File: config.mk
export PLATFORM = sky130hd
export DESIGN_NAME = rv32_front
export DESIGN_NICKNAME = d
export VERILOG_FILES = /design/src/sv/rv32_pkg.sv /design/src/sv/rv32_front.sv
export SDC_FILE = /design/constraint.sdc
export NUM_CORES = 1
export LEC_CHECK = 0
export BUFFER_PORTS_ARGS = -buffer_cell sky130_fd_sc_hd__buf_2
export CAP_MARGIN = 20
export CELL_PAD_IN_SITES_DETAIL_PLACEMENT = 1
export CELL_PAD_IN_SITES_GLOBAL_PLACEMENT = 2
export CORE_MARGIN = 5
export CORE_UTILIZATION = 30
export DETAILED_ROUTE_END_ITERATION = 10
export MAX_ROUTING_LAYER = met4
export PLACE_DENSITY = 0.95
export SLEW_MARGIN = 20
export SYNTH_ARGS = -nofsm -noshare
export SYNTH_HDL_FRONTEND = slang
export SYNTH_SLANG_ARGS = --single-unit
File: constraint.sdc
create_clock -name clk -period 4.2 [get_ports clk]
set_input_delay 0.63 -clock clk [delete_from_list [all_inputs] [get_ports clk]]
set_output_delay 0.63 -clock clk [all_outputs]
set_load 0.02 [all_outputs]
File: src/sv/rv32_pkg.sv
`timescale 1ns / 1ps
package rv32_pkg;

  typedef enum logic [6:0] {
    OP_ILLEGAL = 7'd0, OP_ECALL = 7'd1, OP_EBREAK = 7'd2, OP_ADD = 7'd3,
    OP_SUB = 7'd4, OP_SLL = 7'd5, OP_SLT = 7'd6, OP_SLTU = 7'd7,
    OP_XOR = 7'd8, OP_SRL = 7'd9, OP_SRA = 7'd10, OP_OR = 7'd11,
    OP_AND = 7'd12, OP_SLLI = 7'd13, OP_SRLI = 7'd14, OP_SRAI = 7'd15,
    OP_BEQ = 7'd16, OP_BNE = 7'd17, OP_BLT = 7'd18, OP_BGE = 7'd19,
    OP_BLTU = 7'd20, OP_BGEU = 7'd21, OP_JALR = 7'd22, OP_ADDI = 7'd23,
    OP_SLTI = 7'd24, OP_SLTIU = 7'd25, OP_XORI = 7'd26, OP_ORI = 7'd27,
    OP_ANDI = 7'd28, OP_LB = 7'd29, OP_LH = 7'd30, OP_LW = 7'd31,
    OP_LBU = 7'd32, OP_LHU = 7'd33, OP_SB = 7'd34, OP_SH = 7'd35,
    OP_SW = 7'd36, OP_FENCE = 7'd37, OP_JAL = 7'd38, OP_LUI = 7'd39,
    OP_AUIPC = 7'd40, OP_CALL = 7'd41, OP_J = 7'd42, OP_LI = 7'd43,
    OP_MV = 7'd44
  } opcode_t;

  localparam logic [1:0] CAUSE_RUN = 2'd0;
  localparam logic [1:0] CAUSE_EXIT = 2'd1;
  localparam logic [1:0] CAUSE_BREAK = 2'd2;
  localparam logic [1:0] CAUSE_ILLEGAL = 2'd3;

  localparam logic [1:0] EV_NONE = 2'd0;
  localparam logic [1:0] EV_PRINT = 2'd1;
  localparam logic [1:0] EV_EXIT = 2'd2;

  localparam int QDEPTH = 2;

  // decoded request handed from front to back
  typedef struct packed {
    opcode_t     op;
    logic        legal;
    logic [4:0]  rd;
    logic [4:0]  rs1;
    logic [4:0]  rs2;
    logic [31:0] imm;
    logic [31:0] boff;
    logic [31:0] joff;
    logic [31:0] uimm;
  } dec_t;

  // result item
  typedef struct packed {
    logic [31:0] next_pc;
    logic        halted;
    logic [1:0]  halt_cause;
    logic [1:0]  sys_event;
    logic [31:0] sys_arg1;
    logic [31:0] sys_arg2;
  } res_t;

endpackage

File: src/sv/rv32_front.sv
`timescale 1ns / 1ps
module rv32_front (
  input  logic             clk,
  input  logic             rst_n,
  input  logic             in_push,
  output logic             in_full,
  input  logic [31:0]      in_instr_word,
  output rv32_pkg::dec_t   dec_out,
  output logic             dec_valid,
  input  logic             dec_take
);
  import rv32_pkg::*;

  dec_t         q_r [QDEPTH];
  logic         wp_r, rp_r;
  logic [1:0]   cnt_r, cnt_nxt;
  dec_t         d;
  logic         push_ok;

  // classify instruction fields
  always_comb begin
    d.op    = opcode_t'(in_instr_word[6:0]);
    d.legal = (in_instr_word[6:0] <= 7'd44) && (in_instr_word[6:0] != 7'd0);
    d.rd    = in_instr_word[11:7];
    d.rs1   = in_instr_word[16:12];
    d.rs2   = in_instr_word[21:17];
    d.imm   = {{20{in_instr_word[31]}}, in_instr_word[31:20]};
    d.boff  = {{19{in_instr_word[31]}}, in_instr_word[31:20], 1'b0};
    d.joff  = {{11{in_instr_word[31]}}, in_instr_word[31:12], 1'b0};
    d.uimm  = {in_instr_word[31:12], 12'd0};
  end

  assign in_full   = (cnt_r == 2'(QDEPTH));
  assign push_ok   = in_push && !in_full;
  assign dec_valid = (cnt_r != 2'd0);
  assign dec_out   = q_r[rp_r];

  // small queue between front and back
  always_comb begin
    cnt_nxt = cnt_r + 2'(push_ok) - 2'(dec_take && dec_valid);
  end

  always_ff @(posedge clk) begin
    if (!rst_n) begin
      wp_r  <= 1'b0;
      rp_r  <= 1'b0;
      cnt_r <= 2'd0;
    end else begin
      cnt_r <= cnt_nxt;
      if (push_ok) wp_r <= ~wp_r;
      if (dec_take && dec_valid) rp_r <= ~rp_r;
    end
  end

  always_ff @(posedge clk) begin
    if (push_ok) q_r[wp_r] <= d;
  end

  a_cnt_max: assert property (@(posedge clk) disable iff (!rst_n)
    cnt_r <= 2'(QDEPTH)) else $error("queue overflow");
  a_no_take_empty: assert property (@(posedge clk) disable iff (!rst_n)
    (cnt_r == 2'd0) |-> !dec_valid) else $error("valid while empty");
  a_push_grow: assert property (@(posedge clk) disable iff (!rst_n)
    (push_ok && !dec_take) |=> (cnt_r == $past(cnt_r) + 2'd1))
    else $error("count did not grow");
endmodule

==> results.tsv, run 1 <==
stage	metric	value	unit
status	status	completed	
critical_path	slowest CP cell	mux2_2	
floorplanning	core footprint	11520	µm²
cells_and_area	Sequential cell area	2083	µm²
cts	H-Tree Level Count	3	
synth	Mapped Area	3541	µm²
grt	initial antenna violation count	0	
critical_path	capture point of the critical path	dec_out[121]	
critical_path	CP startpoint kind	flop	
critical_path	Critical Path RT	3.57	ns
critical_path	Worst Reg-to-Reg Cells	5	
grt	first-pass GRT wire length	10740	µm
cells_and_area	FILL cells	1258	
cts	CTS tree	built	
timing	max-slew violations	0	
grt	aggregate global-route resource usage	0.09995	
timing	Hold Fails Final Rpt	0	
drt	DRT iter0 DRCs	62	
hold_path	HP Class	in2reg	
power_and_ir_drop	P per Cell Area	782.2	nW/µm²
drt	final wirelength	6894	µm
timing	RSZ-0062 raised after global routing	false	
drt	DR WL/cell	14.33	µm
placed_design	DPL Wire Length	5200	µm
cts	CTS clock-pin slew for the worst setup and hold paths	0.06	ns
cells_and_area	area of the multi-input gates	575.6	µm²
floorplanning	Starting Density	0.3075	
cells_and_area	commonest non-fill, non-tap cells in the layout	buf_2 (174), edfxtp_1 (66), mux2_2 (33), conb_1 (14), clkbuf_16 (9)	
synth	number of synthesized register bits	71	
grt	grt ovf	0	
timing	Final TNS setup	0	ns
power_and_ir_drop	post-layout power	3.141	mW
floorplanning	Die H	118.6	µm
cts	postcts setup bufs	0	
cells_and_area	# diodes	0	
critical_path	max incr delay on CP	0.65	ns
timing	minimum clock period after layout	2.450	ns
critical_path	CP bufs+invs	1	
synth	warnings from Yosys	0	
critical_path	Reg2Reg Capture Point	q_r[0][128]	
critical_path	critical path, cell by cell	mux2_2 > buf_2	
synth	post-synthesis cell count	255	
power_and_ir_drop	maximum VDD drop	0.3132	mV
flow_run	Max-cap violations	0	
critical_path	WS Path Type	reg2out	
timing	fin crit share	0.5832	
cts	CTS Root Buffer Type	clkbuf_16	
timing	relative slew slack	0.4348	
drt	Via density	4.002	
drt	Detailed Routing Iterations Pass 1	4	
synth	mean post-synth cell area	13.89	µm²
cells_and_area	commonest non-fill, non-tap cell in the layout	buf_2	
hold_path	Hold Startpoint	in_instr_word[7]	
grt	vias in the first global route	2072	
drt	DR vias	1925	
synth	Synth cell types	25	
timing	final setup vio count	0	
critical_path	Critical Path AT	1.82	ns
critical_path	Critical Path Fanout Max	54	
critical_path	R2R Path Start	cnt_r[0]	
placed_design	gpl congestion	0.6989	
floorplanning	die area	14080	µm²
critical_path	Worst path depth	2	
timing	clock skew	0.009125	ns
critical_path	family with the most delay on the worst path	multiplexers	
cts	cts hold-fix bufs	0	
cts	clk buf depth	2	
floorplanning	Die X-Extent	118.6	µm
floorplanning	Ports	189	
cts	Num CTS Buffers	9	
critical_path	crit path capture type	output port	
timing	Achievable Freq	408.2	MHz
cts	clock latency on the worst-skew pair	0.33	ns
cts	CTS Sinks	71	
synth	sequential element share of the synthesized area	0.5880	
floorplanning	# rows	39	
timing	worst-margin pin slew	0.8478	ns
placed_design	port bufs	174	
cells_and_area	Final #Nets	371	
drt	# DRC	0	
cells_and_area	ratio of cells with drive above 1 in the final layout	0.6775	
drt	Final ANT Viol Nets	0	
cells_and_area	Syn-to-layout area delta	13.43	%
timing	Final WS setup	1.750	ns
power_and_ir_drop	Leak	1.746	nW
grt	pin count of the biggest net entering global routing	55	
cts	PostCTS Resize Cnt	0	
placed_design	DP Worst Slack	1.757	ns
critical_path	Reg2Reg Setup Slack	2.11	ns
-- kinds of logic after synthesis --
family | Yosys count | synth area share
compound gates | 5 | 0.009540
xor+xnor | 2 | 0.004948
fa+ha+maj | 2 | 0.007066
buf+inv | 127 | 0.2632
flops | 71 | 0.5880
mux | 33 | 0.1049
other cells | 1 | 0.001059
simple gates | 14 | 0.02120
-- where the power goes --
part	total [mW]	switching (mW)	internal [mW]
Combinational	1.49	1.01	0.479
Clock	0.693	0.291	0.402
Sequential	0.956	0.0507	0.906
Total	3.14	1.35	1.79
-- cells in the mapped netlist (all sizes together) --
master / number / area share
a21oi: 1 / 0.0014
a221oi: 1 / 0.0025
and2: 2 / 0.0035
and3: 1 / 0.0021
buf: 122 / 0.26
conb: 1 / 0.0011
dfxtp: 5 / 0.028
edfxtp: 66 / 0.56
ha: 2 / 0.0071
inv: 5 / 0.0053
mux2: 33 / 0.10
nand2: 2 / 0.0021
nand2b: 1 / 0.0025
nor2: 4 / 0.0042
nor3: 1 / 0.0014
nor4: 1 / 0.0018
o21a: 1 / 0.0021
o21ai: 1 / 0.0014
o21bai: 1 / 0.0021
or2: 1 / 0.0018
or3: 1 / 0.0018
xnor2: 1 / 0.0025
xor2: 1 / 0.0025
-- worst register-to-register path: stages (launching register included) --
cell and delay [ns]:
dfxtp_1 0.37, nand2b_2 0.16, inv_2 0.05, or3_1 0.33, inv_1 0.44, buf_4 0.40
-- cell type report --
class                           instances  area share
Inverter                                5    0.004673
Multi-Input combinational cell         70      0.1433
Sequential cell                        71      0.5187
Clock inverter                          6     0.01121
Tap cell                              143     0.04455
Timing Repair Buffer                  176      0.2206
Clock buffer                           10     0.05701
-- metal layers --
layer / vias to the layer above / GRT usage / share of wire
li1: 900 / - / -
met5: - / - / 0
met3: 5 / 0.05396 / 0.12
met2: 123 / 0.1755 / 0.52
met1: 897 / 0.09564 / 0.35
met4: 0 / 0.02607 / 0.0094
-- stage by stage --
step                      area [µm²]    util  hold WS, ns  std cells
after global placement          3742  0.3250       0.4831        465
after global routing            4016  0.3488       0.4667        481
after CTS                       4016  0.3488       0.4724        481
after detailed placement        3742  0.3250       0.4792        465
final                           4016  0.3488       0.4865        481
after floorplan                 3590       -       0.4578        268
-- worst min path at each step --
stage,slack [ns],to,cells after the start
floorplan,0.46,wp_r,2
global placement,0.48,wp_r,2
detailed placement,0.48,wp_r,2
CTS,0.47,q_r[0][124],1
global route,0.47,q_r[0][126],1
finish,0.49,q_r[0][124],1
-- sequential cells by signal (all words and copies together), names as in the netlist, named ones only --
name	count
wp_r	1
cnt_r	2
rp_r	1
q_r	66
(Power assumes the default switching activity.)
==> run 2: changes to the inputs <==
CORE_UTILIZATION = 25   (was 30)
PLACE_DENSITY = 0.86   (was 0.95)
clock period = 2.2 ns   (was 4.2 ns; I/O delays follow)
==> run 2 against run 1 <==
Against the previous run: via count increased by 2.9%; critical endpoint is now dec_out[62]; highest routed layer unchanged; sequential cell count unchanged; largest power group unchanged; worst hold slack got worse by 0.30 ns.
==> results.tsv, run 2 (synthesis results as in run 1) <==
stage	metric	value	unit	change
drt	DR WL/cell	14.00	µm	-2.3%
power_and_ir_drop	maximum VDD drop	0.4548	mV	+45%
floorplanning	Starting Density	0.2551		-0.05238
cells_and_area	commonest non-fill, non-tap cells in the layout	buf_2 (174), edfxtp_1 (66), mux2_2 (33), conb_1 (14), clkbuf_16 (9)		
critical_path	crit path capture type	output port		
critical_path	Worst Reg-to-Reg Cells	5		unchanged
cts	clk buf depth	2		unchanged
drt	final wirelength	7307	µm	+6.0%
grt	vias in the first global route	1924		-7.1%
hold_path	HP Class	in2reg		
cts	H-Tree Level Count	3		unchanged
grt	first-pass GRT wire length	10270	µm	-4.4%
timing	Achievable Freq	517.0	MHz	
power_and_ir_drop	clock share of power	0.255		+0.034
critical_path	capture point of the critical path	dec_out[62]		
timing	worst-margin pin slew	0.6279	ns	-0.2199 ns
drt	Via density	3.795		-5.2%
placed_design	post-placement cell count	506		+8.8%
floorplanning	die area	16640	µm²	+18%
critical_path	Critical Path RT	1.87	ns	-1.70 ns
power_and_ir_drop	P per Cell Area	1526	nW/µm²	+95%
timing	Final WS setup	0.2659	ns	-1.485 ns
placed_design	port bufs	174		unchanged
cts	Num CTS Buffers	9		unchanged
cts	PostCTS Resize Cnt	0		unchanged
cells_and_area	FILL cells	1555		+24%
timing	max-slew violations	0		unchanged
timing	clock skew	0.006267	ns	-0.002858 ns
critical_path	R2R Path Start	cnt_r[0]		
placed_design	DPL Wire Length	5704	µm	+9.7%
drt	Detailed Routing Iterations Pass 1	4		unchanged
cells_and_area	# diodes	0		unchanged
status	status	completed		
cells_and_area	Biggest register	q_r		
timing	Hold Slack	0.1894	ns	-0.2972 ns
floorplanning	Die X-Extent	129.0	µm	+8.7%
timing	Hold Fails Final Rpt	0		unchanged
timing	minimum clock period after layout	1.934	ns	
timing	relative slew slack	0.5814		+0.1466
critical_path	Reg2Reg Setup Slack	0.55	ns	-1.56 ns
critical_path	CP startpoint kind	flop		
critical_path	WS Path Type	reg2out		
cts	clock latency on the worst-skew pair	0.33	ns	about the same
power_and_ir_drop	Leak	1.806	nW	+3.4%
cts	CTS Root Buffer Type	clkbuf_16		
cts	CTS clock-pin slew for the worst setup and hold paths	0.06	ns	about the same
power_and_ir_drop	combinational share of power	0.462		-0.013
floorplanning	# rows	43		+10%
placed_design	gpl congestion	0.6813		-2.5%
placed_design	DP Worst Slack	0.5470	ns	-1.210 ns
cts	postcts setup bufs	0		unchanged
power_and_ir_drop	P_sw	2.581	mW	+90%
flow_run	Max-cap violations	0		unchanged
power_and_ir_drop	Net Sw Frac	0.4057		-0.02564
cells_and_area	commonest non-fill, non-tap cell in the layout	buf_2		
drt	# DRC	0		unchanged
critical_path	Critical Path Fanout Max	54		unchanged
cells_and_area	max reg flops	66		unchanged
cells_and_area	Regs by FF count	q_r x66, cnt_r x2		
cts	cts hold-fix bufs	0		unchanged
power_and_ir_drop	Seq pwr share	0.282		-0.022
cts	CTS tree	built		
power_and_ir_drop	Internal	3.781	mW	+110%
critical_path	Critical Path AT	1.60	ns	-0.22 ns
cells_and_area	Final #Nets	375		+1.1%
floorplanning	Die H	129.0	µm	+8.7%
timing	fin crit share	0.8792		
cells_and_area	ratio of cells with drive above 1 in the final layout	0.6813		+0.003772
drt	DRT iter0 DRCs	34		-45%
cells_and_area	Syn-to-layout area delta	17.74	%	
cells_and_area	non-filler cells in the finished layout	522		+8.5%
floorplanning	Ports	189		unchanged
timing	final setup vio count	0		unchanged
timing	RSZ-0062 raised after global routing	false		
grt	pin count of the biggest net entering global routing	55		unchanged
grt	grt ovf	0		unchanged
drt	DR vias	1981		+2.9%
critical_path	Reg2Reg Capture Point	q_r[0][118]		
drt	Final ANT Viol Nets	0		unchanged
cells_and_area	Final Util	0.3003		-0.04842
floorplanning	core footprint	13880	µm²	+21%
cts	CTS Sinks	71		unchanged
grt	aggregate global-route resource usage	0.08582		-0.01413
timing	Final TNS setup	0	ns	unchanged
grt	initial antenna violation count	1		+1
-- run 2: per-stage QoR --
step | power, mW | cell area, µm²
after CTS | 6.501 | 4169
after global placement | 4.779 | 3831
after global routing | 6.714 | 4169
after detailed placement | 4.826 | 3831
after floorplan | 4.646 | 3590
final | 6.361 | 4169
-- run 2: power groups by stage --
stage | sequential [mW] | combinational, mW | clock (mW)
after floorplan | 1.80 | 2.85 | 0
after global placement | 1.81 | 2.97 | 0
after detailed placement | 1.83 | 3.00 | 0
after CTS | 1.80 | 3.00 | 1.70
after global routing | 1.81 | 3.15 | 1.75
final | 1.80 | 2.94 | 1.63
-- run 2: layout make-up --
type | count | area [µm²] | share of cell area
Sequential cell | 71 | 2083 | 0.4997
Clock buffer | 10 | 229.0 | 0.05492
Clock inverter | 6 | 108.9 | 0.02611
Tap cell | 180 | 225.2 | 0.05402
Multi-Input combinational cell | 70 | 575.6 | 0.1381
Inverter | 5 | 18.77 | 0.004502
Timing Repair Buffer | 180 | 928.4 | 0.2227
-- run 2: how the worst min path moves through the flow --
stage | slack, ns | to | start | depth (start not counted)
final | 0.19 | q_r[0][128] | in_instr_word[11] | 1
after global routing | 0.17 | q_r[1][124] | in_instr_word[7] | 1
after detailed placement | 0.51 | wp_r | wp_r | 2
after CTS | 0.17 | q_r[1][87] | in_instr_word[25] | 1
after floorplan | 0.43 | q_r[0][113] | in_instr_word[31] | 0
after global placement | 0.47 | wp_r | wp_r | 2
-- run 2: layer usage --
metal,vias to the layer above,wire (µm),track usage
met3,12,1002,0.02803
met1,927,2682,0.09454
met4,0,140,0.04262
li1,909,-,-
met2,133,3480,0.1396
met5,-,0,-
-- run 2: critical path, cell delays in order, from the launching register on --
cell	delay [ns]
dfxtp_2	0.33
mux2_2	0.64
buf_2	0.29
